### src/hrft_pkg.sv
package hrft_pkg;

  // Parse phase, one-hot
  typedef enum logic [4:0] {
    PH_NAME = 5'b00001,
    PH_SKIP = 5'b00010,
    PH_LEN  = 5'b00100,
    PH_BODY = 5'b01000,
    PH_DONE = 5'b10000
  } phase_t;

  // Framing kinds
  localparam logic [1:0] KIND_UNKNOWN = 2'd0;
  localparam logic [1:0] KIND_CHUNKED = 2'd1;
  localparam logic [1:0] KIND_CLEN    = 2'd2;

  // Result events
  localparam logic [1:0] EV_HEADERS   = 2'd0;
  localparam logic [1:0] EV_COMPLETE  = 2'd1;
  localparam logic [1:0] EV_TRUNCATED = 2'd2;

  // Characters
  localparam logic [7:0] CH_CR    = 8'h0D;
  localparam logic [7:0] CH_LF    = 8'h0A;
  localparam logic [7:0] CH_COLON = 8'h3A;
  localparam logic [7:0] CH_ZERO  = 8'h30;
  localparam logic [7:0] CH_NINE  = 8'h39;
  localparam logic [7:0] CH_SP    = 8'h20;
  localparam logic [7:0] CH_TAB   = 8'h09;

  localparam logic [7:0] LEN_NAME_LEN = 8'd14;
  localparam logic [7:0] ENC_NAME_LEN = 8'd17;
  localparam logic [7:0] NAME_POS_MAX = 8'd255;

  // 0 CR LF CR LF
  localparam logic [39:0] CHUNK_TAIL = 40'h300D0A0D0A;

  // Per-line header tracking
  typedef struct packed {
    phase_t     phase;
    logic [7:0] name_pos;
    logic       len_match;
    logic       enc_match;
    logic       has_content;
    logic [1:0] kind;
    logic       len_taken;
  } line_t;

  localparam line_t LINE_RST = '{
    phase:       PH_NAME,
    name_pos:    8'd0,
    len_match:   1'b1,
    enc_match:   1'b1,
    has_content: 1'b0,
    kind:        KIND_UNKNOWN,
    len_taken:   1'b0
  };

  typedef struct packed {
    logic [1:0]  event_res;
    logic [1:0]  framing_type;
    logic [31:0] body_length;
    logic [15:0] header_length;
    logic        last_of_run;
  } result_t;

  function automatic logic [7:0] to_lower(input logic [7:0] c);
    to_lower = (c >= 8'h41 && c <= 8'h5A) ? (c + 8'd32) : c;
  endfunction

  // "content-length"
  function automatic logic [7:0] len_name_char(input logic [3:0] idx);
    case (idx)
      4'd0:    len_name_char = 8'h63;
      4'd1:    len_name_char = 8'h6F;
      4'd2:    len_name_char = 8'h6E;
      4'd3:    len_name_char = 8'h74;
      4'd4:    len_name_char = 8'h65;
      4'd5:    len_name_char = 8'h6E;
      4'd6:    len_name_char = 8'h74;
      4'd7:    len_name_char = 8'h2D;
      4'd8:    len_name_char = 8'h6C;
      4'd9:    len_name_char = 8'h65;
      4'd10:   len_name_char = 8'h6E;
      4'd11:   len_name_char = 8'h67;
      4'd12:   len_name_char = 8'h74;
      4'd13:   len_name_char = 8'h68;
      default: len_name_char = 8'h00;
    endcase
  endfunction

  // "transfer-encoding"
  function automatic logic [7:0] enc_name_char(input logic [4:0] idx);
    case (idx)
      5'd0:    enc_name_char = 8'h74;
      5'd1:    enc_name_char = 8'h72;
      5'd2:    enc_name_char = 8'h61;
      5'd3:    enc_name_char = 8'h6E;
      5'd4:    enc_name_char = 8'h73;
      5'd5:    enc_name_char = 8'h66;
      5'd6:    enc_name_char = 8'h65;
      5'd7:    enc_name_char = 8'h72;
      5'd8:    enc_name_char = 8'h2D;
      5'd9:    enc_name_char = 8'h65;
      5'd10:   enc_name_char = 8'h6E;
      5'd11:   enc_name_char = 8'h63;
      5'd12:   enc_name_char = 8'h6F;
      5'd13:   enc_name_char = 8'h64;
      5'd14:   enc_name_char = 8'h69;
      5'd15:   enc_name_char = 8'h6E;
      5'd16:   enc_name_char = 8'h67;
      default: enc_name_char = 8'h00;
    endcase
  endfunction

endpackage

### src/hrft_content_step.sv
module hrft_content_step #(
  parameter int LENGTH_BITS = 32
) (
  input  logic [7:0]             ch,
  input  hrft_pkg::line_t        st_i,
  input  logic [LENGTH_BITS-1:0] len_i,
  output hrft_pkg::line_t        st_o,
  output logic [LENGTH_BITS-1:0] len_o
);
  import hrft_pkg::*;

  logic [7:0]             lc;
  logic [3:0]             digit;
  logic [LENGTH_BITS+3:0] len_wide;
  logic [LENGTH_BITS+3:0] prod;
  logic                   prod_ovf;
  logic                   is_digit;
  logic [7:0]             pos_inc;

  assign lc       = to_lower(ch);
  assign digit    = ch[3:0];
  assign is_digit = (ch >= CH_ZERO) && (ch <= CH_NINE);
  assign pos_inc  = (st_i.name_pos == NAME_POS_MAX) ? st_i.name_pos : st_i.name_pos + 8'd1;

  // Accumulate one decimal digit, saturating
  assign len_wide = {4'b0000, len_i};
  assign prod     = (len_wide << 3) + (len_wide << 1) + {{LENGTH_BITS{1'b0}}, digit};
  assign prod_ovf = |prod[LENGTH_BITS+3:LENGTH_BITS];

  // Apply one content byte to the line tracking
  always_comb begin
    st_o             = st_i;
    len_o            = len_i;
    st_o.has_content = 1'b1;
    case (st_i.phase)
      PH_NAME: begin
        if (ch == CH_COLON) begin
          if (st_i.enc_match && st_i.name_pos == ENC_NAME_LEN) begin
            st_o.kind  = KIND_CHUNKED;
            st_o.phase = PH_SKIP;
          end else if (st_i.len_match && st_i.name_pos == LEN_NAME_LEN) begin
            if (st_i.kind != KIND_CHUNKED) st_o.kind = KIND_CLEN;
            st_o.phase = PH_LEN;
          end else begin
            st_o.phase = PH_SKIP;
          end
          st_o.name_pos = 8'd0;
        end else begin
          if (st_i.name_pos >= LEN_NAME_LEN || len_name_char(st_i.name_pos[3:0]) != lc)
            st_o.len_match = 1'b0;
          if (st_i.name_pos >= ENC_NAME_LEN || enc_name_char(st_i.name_pos[4:0]) != lc)
            st_o.enc_match = 1'b0;
          st_o.name_pos = pos_inc;
        end
      end
      PH_LEN: begin
        if (is_digit) begin
          if (!st_i.len_taken)
            len_o = prod_ovf ? '1 : prod[LENGTH_BITS-1:0];
          st_o.name_pos = pos_inc;
        end else if (!((ch == CH_SP || ch == CH_TAB) && st_i.name_pos == 8'd0)) begin
          // End of the value: lock it if any digit arrived
          if (st_i.name_pos != 8'd0) st_o.len_taken = 1'b1;
          st_o.phase = PH_SKIP;
        end
      end
      default: begin
      end
    endcase
  end

endmodule

### src/http_response_framing_tracker.sv
// Channel  Ports                                              Direction
// in       in_valid/in_ready, in_data_byte, in_new_response,  upstream bytes
//          in_end_of_data
// out      out_valid/out_ready, out_event_res,                framing results
//          out_framing_type, out_body_length,
//          out_header_length, out_last_of_run
//
// One byte is taken per cycle while in_ready is high; its results are written
// to a four-entry result queue at the end of that same cycle, then appear on
// out_. A byte yields zero, one or two results; in_ready is high while the queue
// has at least two free entries, so its depth sets how far out_ready may stall.
// rst_n is synchronous, active low, and clears all tracking and the queue.
module http_response_framing_tracker #(
  parameter int LENGTH_BITS       = 32,
  parameter int HEADER_COUNT_BITS = 16
) (
  input  logic        clk,
  input  logic        rst_n,
  input  logic        in_valid,
  output logic        in_ready,
  input  logic [7:0]  in_data_byte,
  input  logic        in_new_response,
  input  logic        in_end_of_data,
  output logic        out_valid,
  input  logic        out_ready,
  output logic [1:0]  out_event_res,
  output logic [1:0]  out_framing_type,
  output logic [31:0] out_body_length,
  output logic [15:0] out_header_length,
  output logic        out_last_of_run
);
  import hrft_pkg::*;

  localparam int LW = (LENGTH_BITS > 32) ? LENGTH_BITS : 32;
  localparam int HW = (HEADER_COUNT_BITS > 16) ? HEADER_COUNT_BITS : 16;

  // Tracking state
  line_t                        line_r, line_nxt, cur_line;
  logic                         cr_r, cr_nxt, cur_cr;
  logic [LENGTH_BITS-1:0]       len_r, len_nxt, cur_len;
  logic [HEADER_COUNT_BITS-1:0] hdr_r, hdr_nxt, cur_hdr, hdr_inc;
  logic [LENGTH_BITS-1:0]       body_r, body_nxt, cur_body, body_inc;
  logic [39:0]                  tail_r, tail_nxt, cur_tail;

  line_t                  a_st, b_st;
  logic [LENGTH_BITS-1:0] a_len, b_len;

  logic       in_fire;
  logic [1:0] n_res;
  logic [1:0] ev0, ev1;
  logic       complete;

  // Result queue
  result_t    res_mem [4];
  logic [1:0] wr_ptr_r, rd_ptr_r;
  logic [2:0] cnt_r;
  logic       out_fire;
  logic [1:0] push_n;
  result_t    res0, res1;

  logic [LW-1:0]   len_ext;
  logic [31:0]     bl_sat;
  logic [HW-1:0]   hdr_ext;
  logic [15:0]     hl_sat;

  assign in_ready = (cnt_r <= 3'd2);
  assign in_fire  = in_valid && in_ready;
  assign out_valid = (cnt_r != 3'd0);
  assign out_fire  = out_valid && out_ready;

  // Start from cleared state on a new response
  assign cur_line = in_new_response ? LINE_RST : line_r;
  assign cur_cr   = in_new_response ? 1'b0 : cr_r;
  assign cur_len  = in_new_response ? '0 : len_r;
  assign cur_hdr  = in_new_response ? '0 : hdr_r;
  assign cur_body = in_new_response ? '0 : body_r;
  assign cur_tail = in_new_response ? '0 : tail_r;

  assign hdr_inc  = (&cur_hdr) ? cur_hdr : cur_hdr + HEADER_COUNT_BITS'(1);
  assign body_inc = (&cur_body) ? cur_body : cur_body + LENGTH_BITS'(1);

  // First content byte: the held CR when one is pending, else this byte
  hrft_content_step #(.LENGTH_BITS(LENGTH_BITS)) u_step_a (
    .ch    (cur_cr ? CH_CR : in_data_byte),
    .st_i  (cur_line),
    .len_i (cur_len),
    .st_o  (a_st),
    .len_o (a_len)
  );

  // Second content byte: this byte after a held CR
  hrft_content_step #(.LENGTH_BITS(LENGTH_BITS)) u_step_b (
    .ch    (in_data_byte),
    .st_i  (a_st),
    .len_i (a_len),
    .st_o  (b_st),
    .len_o (b_len)
  );

  // Advance tracking for one byte
  always_comb begin
    line_nxt = cur_line;
    cr_nxt   = cur_cr;
    len_nxt  = cur_len;
    hdr_nxt  = cur_hdr;
    body_nxt = cur_body;
    tail_nxt = cur_tail;
    n_res    = 2'd0;
    ev0      = EV_HEADERS;
    ev1      = EV_COMPLETE;
    complete = 1'b0;
    case (cur_line.phase)
      PH_NAME, PH_SKIP, PH_LEN: begin
        hdr_nxt = hdr_inc;
        if (cur_cr && in_data_byte == CH_LF) begin
          cr_nxt = 1'b0;
          if (!cur_line.has_content) begin
            // Empty line: headers are done
            line_nxt.phase = PH_BODY;
            body_nxt = '0;
            tail_nxt = '0;
            n_res    = 2'd1;
            ev0      = EV_HEADERS;
            if (cur_line.kind == KIND_CLEN && cur_len == '0) begin
              n_res          = 2'd2;
              ev1            = EV_COMPLETE;
              line_nxt.phase = PH_DONE;
            end else if (in_end_of_data) begin
              n_res          = 2'd2;
              ev1            = (cur_line.kind == KIND_UNKNOWN) ? EV_COMPLETE : EV_TRUNCATED;
              line_nxt.phase = PH_DONE;
            end
          end else begin
            // Line end: close any length value, start a new line
            if (cur_line.phase == PH_LEN && cur_line.name_pos != 8'd0)
              line_nxt.len_taken = 1'b1;
            line_nxt.name_pos    = 8'd0;
            line_nxt.len_match   = 1'b1;
            line_nxt.enc_match   = 1'b1;
            line_nxt.has_content = 1'b0;
            line_nxt.phase       = PH_NAME;
          end
        end else if (cur_cr) begin
          line_nxt = a_st;
          len_nxt  = a_len;
          if (in_data_byte != CH_CR) begin
            cr_nxt   = 1'b0;
            line_nxt = b_st;
            len_nxt  = b_len;
          end
        end else if (in_data_byte == CH_CR) begin
          cr_nxt = 1'b1;
        end else begin
          line_nxt = a_st;
          len_nxt  = a_len;
        end
        if (n_res == 2'd0 && in_end_of_data) begin
          n_res          = 2'd1;
          ev0            = EV_TRUNCATED;
          line_nxt.phase = PH_DONE;
        end
      end
      PH_BODY: begin
        body_nxt = body_inc;
        tail_nxt = {cur_tail[31:0], in_data_byte};
        case (cur_line.kind)
          KIND_CHUNKED: complete = ({cur_tail[31:0], in_data_byte} == CHUNK_TAIL);
          KIND_CLEN:    complete = (body_inc >= cur_len);
          default:      complete = in_end_of_data;
        endcase
        if (complete) begin
          n_res          = 2'd1;
          ev0            = EV_COMPLETE;
          line_nxt.phase = PH_DONE;
        end else if (in_end_of_data) begin
          n_res          = 2'd1;
          ev0            = EV_TRUNCATED;
          line_nxt.phase = PH_DONE;
        end
      end
      default: begin
      end
    endcase
  end

  // Clamp reported lengths to the port widths
  assign len_ext = LW'(len_nxt);
  assign bl_sat  = (|(len_ext >> 32)) ? 32'hFFFF_FFFF : len_ext[31:0];
  assign hdr_ext = HW'(hdr_nxt);
  assign hl_sat  = (|(hdr_ext >> 16)) ? 16'hFFFF : hdr_ext[15:0];

  always_comb begin
    res0.event_res     = ev0;
    res0.framing_type  = line_nxt.kind;
    res0.body_length   = (line_nxt.kind == KIND_CLEN) ? bl_sat : 32'd0;
    res0.header_length = hl_sat;
    res0.last_of_run   = (n_res == 2'd1);
    res1               = res0;
    res1.event_res     = ev1;
    res1.last_of_run   = 1'b1;
  end

  assign push_n = in_fire ? n_res : 2'd0;

  // Hold tracking state
  always_ff @(posedge clk) begin
    if (!rst_n) begin
      line_r <= LINE_RST;
      cr_r   <= 1'b0;
      len_r  <= '0;
      hdr_r  <= '0;
      body_r <= '0;
      tail_r <= '0;
    end else if (in_fire) begin
      line_r <= line_nxt;
      cr_r   <= cr_nxt;
      len_r  <= len_nxt;
      hdr_r  <= hdr_nxt;
      body_r <= body_nxt;
      tail_r <= tail_nxt;
    end
  end

  // Queue results
  always_ff @(posedge clk) begin
    if (push_n != 2'd0) res_mem[wr_ptr_r] <= res0;
    if (push_n == 2'd2) res_mem[wr_ptr_r + 2'd1] <= res1;
  end

  always_ff @(posedge clk) begin
    if (!rst_n) begin
      wr_ptr_r <= '0;
      rd_ptr_r <= '0;
      cnt_r    <= '0;
    end else begin
      wr_ptr_r <= wr_ptr_r + push_n;
      if (out_fire) rd_ptr_r <= rd_ptr_r + 2'd1;
      cnt_r <= cnt_r + {1'b0, push_n} - {2'b00, out_fire};
    end
  end

  assign out_event_res     = res_mem[rd_ptr_r].event_res;
  assign out_framing_type  = res_mem[rd_ptr_r].framing_type;
  assign out_body_length   = res_mem[rd_ptr_r].body_length;
  assign out_header_length = res_mem[rd_ptr_r].header_length;
  assign out_last_of_run   = res_mem[rd_ptr_r].last_of_run;

  // Checks
  a_cnt_bound: assert property (@(posedge clk) disable iff (!rst_n)
    cnt_r <= 3'd4)
    else $error("result queue overflow");

  a_phase_onehot: assert property (@(posedge clk) disable iff (!rst_n)
    $onehot(line_r.phase))
    else $error("parse phase not one-hot");

  a_done_silent: assert property (@(posedge clk) disable iff (!rst_n)
    (in_fire && !in_new_response && line_r.phase == PH_DONE) |-> n_res == 2'd0)
    else $error("result after end of response");

  a_pair_order: assert property (@(posedge clk) disable iff (!rst_n)
    (in_fire && n_res == 2'd2) |-> ev0 == EV_HEADERS)
    else $error("second result without headers event");

  a_eod_reports: assert property (@(posedge clk) disable iff (!rst_n)
    (in_fire && in_end_of_data && (in_new_response || line_r.phase != PH_DONE))
      |-> n_res != 2'd0)
    else $error("end of data gave no result");

endmodule
### config.mk
export PLATFORM = sky130hd
export DESIGN_NAME = http_response_framing_tracker
export DESIGN_NICKNAME = d
export VERILOG_FILES = /design/src/hrft_pkg.sv /design/src/hrft_content_step.sv /design/src/http_response_framing_tracker.sv
export SDC_FILE = /design/constraint.sdc
export NUM_CORES = 1
export LEC_CHECK = 0
export ABC_AREA = 1
export ABC_CLOCK_PERIOD_IN_PS = 10190
export BUFFER_PORTS_ARGS = -buffer_cell sky130_fd_sc_hd__buf_2
export CAP_MARGIN = 20
export CORE_MARGIN = 8
export CORE_UTILIZATION = 55
export CTS_CLUSTER_DIAMETER = 30
export CTS_CLUSTER_SIZE = 25
export DETAILED_ROUTE_END_ITERATION = 8
export MAX_ROUTING_LAYER = met4
export PLACE_DENSITY_LB_ADDON = 0.1
export SLEW_MARGIN = 20
export SYNTH_ARGS = -nofsm -noshare
export SYNTH_HDL_FRONTEND = slang
export SYNTH_SLANG_ARGS = --single-unit
### constraint.sdc
create_clock -name clk -period 10.19 [get_ports clk]
set_clock_uncertainty 0.05 [all_clocks]
set_input_delay 1.019 -clock clk [delete_from_list [all_inputs] [get_ports clk]]
set_output_delay 1.019 -clock clk [all_outputs]
set_load 0.02 [all_outputs]
# After elaboration in Yosys (flattened, before gate mapping)
# Memories as Yosys holds them, arrays and structs flattened. A register that Yosys moved wholly into a read port is not among the register bits.
# Index checks and enable logic that the tools add are counted.
op_classes:
  n_shift: 0
  mul: 0
  addsub: 15
  muxes: 134
  n_bitwise: 0
  order_cmp: 14
  reduce_logical: 36
  n_div: 0
  eq_ne: 33
op_table:
  columns: ["operator", "n"]
  rows:
  - ["$mux W32", 19]
  - ["$mux W8", 17]
  - ["$mux W40", 3]
  - ["$pmux W40 S2", 1]
  - ["$mux W19", 4]
  - ["$add A35 B33 Y36", 2]
  - ["$add A36 B4 Y36", 2]
  - ["$mux W5", 14]
  - ["$mux W2", 33]
  - ["$mux W16", 4]
  - ["$pmux W32 S2", 1]
  - ["$pmux W13 S2", 2]
  - ["$eq A8 B4 Y1 const B", 6]
  - ["$eq A40 B38 Y1 const B", 1]
  - ["$add A32 B1 Y32 const B", 1]
  - ["$eq A8 B6 Y1 const B", 4]
  - ["$ge A32 B32 Y1", 1]
  - ["$logic_not A32 Y1", 1]
  - ["$ne A8 B8 Y1", 4]
  - ["$reduce_and A32 Y1", 1]
  - ["$mux W1", 28]
  - ["$add A16 B1 Y16 const B", 1]
  - ["$add A8 B1 Y8 const B", 2]
  - ["$add A8 B6 Y8 const B", 2]
  - ["37 further kinds", 78]
word_totals:
  reg_bits: 147
  wordCells: 252
  ramBits: 212
  out_inout_bits: 55
  mem_bits_ro: 672
  mem_count: 5
  latch_bits: 0
memory_table:
  columns: ["name", "words", "width", "rd", "rd_clocked_by_memory_dff", "write_ports", "line", "text"]
  rows:
  - ["(name not given)", 32, 7, 1, 0, 0, "hrft_pkg.sv:94", "case (idx)"]
  - ["(name not given)", 32, 7, 1, 0, 0, "hrft_pkg.sv:94", null]
  - ["res_mem", 4, 53, 1, 1, 2, "http_response_framing_tracker.sv:54", "result_t res_mem [4];"]
  - ["(name not given)", 16, 7, 1, 0, 0, "hrft_pkg.sv:73", "case (idx)"]
  - ["(name not given)", 16, 7, 1, 0, 0, "hrft_pkg.sv:73", null]

# Longest topological paths before layout
# Gate-level depths: netlist (run 1).
# An unclocked memory read counts as a cell.
logic_depth:
  depth_word: 22
  mapped_depth: 48
  depth_no_buf: 42

# By module
# From an unflattened synthesis (run 1), not the netlist that was laid out.
unflattened:
  cells_unflattened: 4273
  hier_area_um2: 29201.8
by_module_without_submodules:
  columns: ["module", "instances", "area_each_um2", "cells_per_inst"]
  rows:
  - ["http_response_framing_tracker", 1, 20224.4, 2642]
  - ["hrft_content_step (u_step_b)", 1, 4489.3, 820]
  - ["hrft_content_step (u_step_a)", 1, 4488.1, 811]

# Least setup slack after synthesis (run 1)
# OpenSTA, ideal clock, no wires.
synth_path:
  path_kind: "in2reg"
  start: "in in_new_response"
  end: "mem res_mem[0][10] (netlist bit), enable pin"
  n_path_buf: 9
  required_ps: 9530
  t_arrival_ps: 7212
  stages: 45
  slack_ps: 2318
  cell_sequence: "buf_4 -> buf_4 -> buf_2 -> buf_2 -> buf_2 -> buf_1 -> buf_1 -> nor2_1 -> ha_1 -> nand2_1 -> nor2_1 -> nand3_1 -> nor2_1 -> nand2_1 -> nor3_1 -> nand2_1 -> nand3_1 -> nor2_1 -> (+9 left out) -> nand2_1 -> inv_1 -> nand2_1 -> nand3_1 -> nand3_1 -> a21oi_1 -> a2111oi_0 -> nand2_1 -> nand2_1 -> nand2_2 -> nand3_2 -> nand3_2 -> nand2_4 -> nand2_2 -> buf_6 -> nand2_4 -> buf_6 -> nand2_1"
synth_rtl:
  columns: ["item", "line", "text"]
  rows:
  - ["start, declared", "http_response_framing_tracker.sv:22", "input logic in_new_response,"]
  - ["end, declared", "http_response_framing_tracker.sv:54", null]

==> reports/summary.txt, run 1 <==
outcome = finished clean
H-tree depth = 3
Synth warnings = 0
clock buffer count from CTS = 85
startpoint types = input pin
initial antenna violation count = 0
Worst-path clk slew = 0.05 ns
insertion delay to the later sink of the worst-skew pair = 0.62 ns
Yosys reg bits = 353
post-route ant nets = 0
Synth area leader = edfxtp_1
Mapped Area = 23200 sq um
first-pass GRT wire length = 112000 um
asr flop ratio synth = 0%
Iter 0 DRT Violations = 2037
area of the multi-input gates = 11900 sq um
vias in the first global route = 21000
Worst-Margin Slew = 1.05 ns
clk sinks = 353
Setup TNS Final = 0 ns
power per cell area = 229 nW/um^2
worst reg2reg startpoint = body_r[0]
Pre-Repair DR Iteration Count = 6
Worst Hold Path EP = res_mem[1][0]
GP Congestion = 0.947
Seq. cell area = 9150 sq um
Setup WS post-layout = 2.82 ns
Slew headroom = 29.9%
hold path start = res_mem[1][0]
worst min-delay path class = reg -> reg
final WL = 69900 um
RSZ-0062 raised after global routing = no
gr ovfl total = 0
fin area = 26600 sq um
n_diodes = 0
reg2reg setup slack = 3.52 ns
Longest Clk Path Bufs = 3
LEAKAGE = 0.0108 uW
fin crit period = 7.37 ns
DP Worst Slack = 2.38 ns
Site Rows = 75
layout cell share with drive strength beyond 1 = 10.8%
Worst Path Required = 10.47 ns
post-CTS setup buffers = 0
Hold Vio Cnt, Final = 0
placed inst area = 23700 sq um
Synth top cells by count = nand2_1 (440), a21oi_1 (391), inv_1 (360), nor2_1 (340), o21ai_0 (291)
Tot GR Track Use = 28.5%
cell mode on critical path = nand2_1
most instantiated library cell after synthesis = nand2_1
die height = 221 um
syn_nets = 3193
Worst IR Drop VDD = 0.000140 V
worst hold path depth = 2
Avg WL per Cell = 19.0 um
NumNets Final = 3211
Initial Util = 55.6%
Port Buf Inserts = 68
CP Capture Type = flip-flop
pin count of the biggest net entering global routing = 107
FF-to-FF path depth = 38
Worst path max stage delay = 0.57 ns
Max Clk Rate = 136 MHz
PostCTS Resize Cnt = 0
Final period util = 72.3%
Total Die Area = 49000 sq um
Root Buffer Master = clkbuf_16
Synth area leaders = edfxtp_1 (27%), dfxtp_1 (13%), a21oi_1 (8.4%), nand2_1 (7.1%), ha_1 (6.4%)
Worst Path Arrival = 7.65 ns
core area = 41800 sq um
worst hold slack = 0.401 ns
Fillers = 3640
CTS tree = built
Die X = 221 um
Cells after Synth = 3058
count of cell types in the netlist = 60
post-synthesis sequential area ratio = 39.4%
IO Pins = 69
Max Cap Viol = 0
Post-Route Utilization = 63.7%
critical path's slowest cell = nand2_2
Synth top area share = 26.9%
Vias/cell = 5.94
Syn Area/Cell = 7.59 sq um
Worst R2R End = res_mem[3][3]
predominant post-synthesis flop cell = edfxtp_1
Vias = 21900
Area growth syn-to-layout = 14.6%
Post-synth EDFFs = 208
DPL Wire Length = 46200 um
Crit Path Max Fanout = 46
Slew Viols, Final = 0
final setup violation count = 0
WS Path Type = in -> reg
Post-route DRC = 0
CTS hold repair buffers = 0
logic make-up after synthesis:
family,synth area share (%)
buffers and inverters,9.46
DFF,39.4
xor gates and xnor gates,3.28
and+or+nand+nor,19.0
adders and majority gates,6.59
AOI/OAI and AO/OA,22.2
routing by layer:
metal	vias to the layer above	track usage [%]	wire length (um)
li1	10600	-	-
met1	10400	37.6	31100
met2	857	44.9	32200
met3	105	4.52	5200
met4	0	8.40	1330
met5	-	-	0
power breakdown:
part / switching (uW) / total, uW / internal (uW) / leakage [uW]
Clock: 929 / 2670 / 1740 / 0.00138
Combinational: 1190 / 1670 / 479 / 0.00640
Sequential: 84.3 / 1750 / 1660 / 0.00298
critical path: cells and delay by family:
| family | cells | cell delay (ns) |
|---|---|---|
| and+or+nand+nor | 27 | 3.98 |
| buffers and inverters | 5 | 1.46 |
| AOI/OAI and AO/OA | 3 | 0.60 |
| adders and majority gates | 1 | 0.27 |
| xor gates and xnor gates | 1 | 0.22 |
final cells by class:
class	instances	share of cell area (%)
Multi-Input combinational cell	2163	44.8
Sequential cell	353	34.4
Clock buffer	99	8.39
Inverter	374	5.28
Tap cell	539	2.54
Clock inverter	58	2.41
Timing Repair Buffer	99	2.21
how the worst max path moves through the flow:
stage / startpoint / end / cells past startpoint
finish: in_new_response / res_mem[3][3] / 37
global route: in_new_response / res_mem[3][2] / 37
CTS: in_new_response / res_mem[3][3] / 37
detailed placement: in_new_response / res_mem[3][3] / 37
global placement: in_new_response / res_mem[1][8] / 37
floorplan: in_new_response / res_mem[0][10] / 45
cells in the final DEF (no fill, tap or decap), types with 8 or more instances in the layout:
| cell | n |
|---|---|
| a221oi_1 | 19 |
| nor4_1 | 17 |
| clkbuf_1 | 9 |
| nand3_1 | 130 |
| inv_1 | 357 |
| a31oi_1 | 36 |
| inv_2 | 12 |
| nor3_1 | 29 |
| o211ai_1 | 28 |
| xor2_1 | 61 |
| clkinv_2 | 19 |
| buf_4 | 31 |
| inv_6 | 8 |
| xnor2_1 | 26 |
| edfxtp_1 | 208 |
| clkinvlp_4 | 12 |
| ha_1 | 119 |
| a21oi_2 | 24 |
| nand2_2 | 20 |
| o21ai_0 | 291 |
| nand4_1 | 30 |
| nand2_1 | 428 |
| buf_2 | 67 |
| o22ai_1 | 58 |
| nor2_1 | 340 |
| dfxtp_1 | 144 |
| clkbuf_16 | 85 |
| a21oi_1 | 391 |
| o21ai_1 | 22 |
per-stage QoR:
step / cells / power (uW)
2_1_floorplan: 3058 / 2940
3_3_place_gp: 3528 / 3380
3_5_place_dp: 3528 / 3410
4_1_cts: 3685 / 6080
5_1_grt: 3685 / 6370
6_report: 3685 / 6080
sequential cells by signal, indices dropped and copies added, names as in the netlist, named ones only:
register,count
wr_ptr_r,2
tail_r,32
body_r,32
len_r,32
rd_ptr_r,2
cr_r,1
line_r,19
hdr_r,16
res_mem,212
cnt_r,3
Power figures use the tool's default switching activity.
==> run 2: changes to the inputs <==
- ABC_CLOCK_PERIOD_IN_PS: 10190 -> 6700
- clock period: 10.19 -> 6.7 ns (I/O delays scaled with it)
==> run 2 against run 1 <==
- combinational power rose by 53%
- first-iteration DRC count increased by 9.4%
- sequential share of layout area down 0.26 points
- wire length increased by 1.4%
- clock power rose by 56%
- final cell count is essentially flat
- sequential power is 51% higher
- register-to-register slack lost 2.8 ns
- core utilization is 0.49 points higher
- critical path depth rose by 4
- power grew 54%
- global-route usage increased by 0.54 points
- critical path type is now reg -> reg
==> reports/summary.txt, run 2 (synthesized netlist as in run 1, its figures left out) <==
Vias/cell = 5.99
Fillers = 3655
clk sinks = 353
H-tree depth = 3
Crit Path Max Fanout = 5
Pre-Repair DR Iteration Count = 6
Worst-Margin Slew = 1.10 ns
Initial Util = 55.6%
Max Clk Rate = 169 MHz
Final period util = 88.5%
Hold Vio Cnt, Final = 0
power per cell area = 350 nW/um^2
CTS tree = built
CP Capture Type = flip-flop
Longest Clk Path Bufs = 3
fin crit period = 5.93 ns
Port Buf Inserts = 68
Iter 0 DRT Violations = 2229
Max Cap Viol = 0
DPL Wire Length = 46700 um
Worst path max stage delay = 0.46 ns
Avg WL per Cell = 19.2 um
insertion delay to the later sink of the worst-skew pair = 0.60 ns
Biggest register = res_mem
gr ovfl total = 0
GP Congestion = 0.948
Post-Layout Cell Count = 3686
RSZ-0062 raised after global routing = no
CP Launch Point = body_r[0]
Slew Viols, Final = 0
CTS hold repair buffers = 0
WS Path Type = reg -> reg
Worst Path Arrival = 6.34 ns
first-pass GRT wire length = 114000 um
max reg flops = 212
die height = 221 um
Post-route DRC = 0
commonest non-fill, non-tap cell in the layout = nand2_1
Setup TNS Final = 0 ns
Worst Path Required = 7.10 ns
placed inst area = 23900 sq um
commonest cells after routing, fill and taps aside = nand2_1 (428), a21oi_1 (391), inv_1 (357)
worst min-delay path class = reg -> reg
outcome = finished clean
pin count of the biggest net entering global routing = 111
IO Pins = 69
NumNets Final = 3218
area of the multi-input gates = 11900 sq um
Worst-path clk slew = 0.05 ns
Vias = 22100
placed instance count = 3541
initial antenna violation count = 1
reg2reg setup slack = 0.77 ns
Post-Route Utilization = 64.2%
Root Buffer Master = clkbuf_16
final WL = 70900 um
Slew headroom = 26.8%
worst reg2reg startpoint = body_r[0]
Seq. cell area = 9150 sq um
clock buffer count from CTS = 78
cell mode on critical path = nand2_1
core area = 41800 sq um
Critical path destination = cnt_r[2]
startpoint types = flip-flop
final setup violation count = 0
Site Rows = 75
critical path's slowest cell = a2111oi_0
Die X = 221 um
Total Power = 9380 uW
vias in the first global route = 21500
fin area = 26800 sq um
Area growth syn-to-layout = 15.4%
Tot GR Track Use = 29.0%
post-CTS setup buffers = 0
Worst R2R End = cnt_r[2]
post-route ant nets = 0
Worst IR Drop VDD = 0.000249 V
Total Die Area = 49000 sq um
layout cell share with drive strength beyond 1 = 10.9%
LEAKAGE = 0.0109 uW
FF-to-FF path depth = 41
PostCTS Resize Cnt = 0
run 2: routing by layer:
metal	part of all wire, %	up-vias	track usage [%]
met4	3.1	0	11.5
met1	44	10500	37.8
met5	0	-	-
met3	7.3	164	4.23
li1	-	10600	-
met2	46	893	45.3
run 2: worst min path at each step:
stage	start	endpoint	slack [ns]	depth (start not counted)
finish	res_mem[2][0]	res_mem[2][0]	0.40	2
global route	in_data_byte[6]	tail_r[6]	0.40	3
CTS	in_data_byte[4]	tail_r[4]	0.37	3
detailed placement	res_mem[2][0]	res_mem[2][0]	0.39	2
global placement	res_mem[1][0]	res_mem[1][0]	0.39	2
floorplan	res_mem[1][0]	res_mem[1][0]	0.37	2
run 2: report_power, final:
part | internal, uW | switching, uW
Clock | 2900 | 1270
Sequential | 2530 | 123
Combinational | 744 | 1820
Total | 6170 | 3210
run 2: through the flow:
step,worst slack [ns],hold slack [ns]
final,0.768,0.399
after global routing,0.0903,0.402
after CTS,0.759,0.374
after detailed placement,0.265,0.390
after global placement,0.417,0.389
after floorplan,0.0522,0.374
run 2: area by class of cell:
| type | count | area share (%) |
|---|---|---|
| inverter | 374 | 5.24 |
| tap | 539 | 2.52 |
| sequential | 353 | 34.2 |
| multi-input combinational | 2163 | 44.5 |
| timing repair buffer | 113 | 2.85 |
| clock buffer | 92 | 7.83 |
| clock inverter | 51 | 2.90 |
| antenna | 1 | 0.00934 |
run 2: critical path, delay by kind of cell (launching register included):
| family | cells | cell delay (ns) |
|---|---|---|
| AO/OA/AOI/OAI | 3 | 0.62 |
| XOR/XNOR | 2 | 0.43 |
| adder cells (fa/ha/maj) | 5 | 1.25 |
| buffers and inverters | 6 | 0.51 |
| flip-flops | 1 | 0.29 |
| AND/OR/NAND/NOR | 25 | 2.65 |
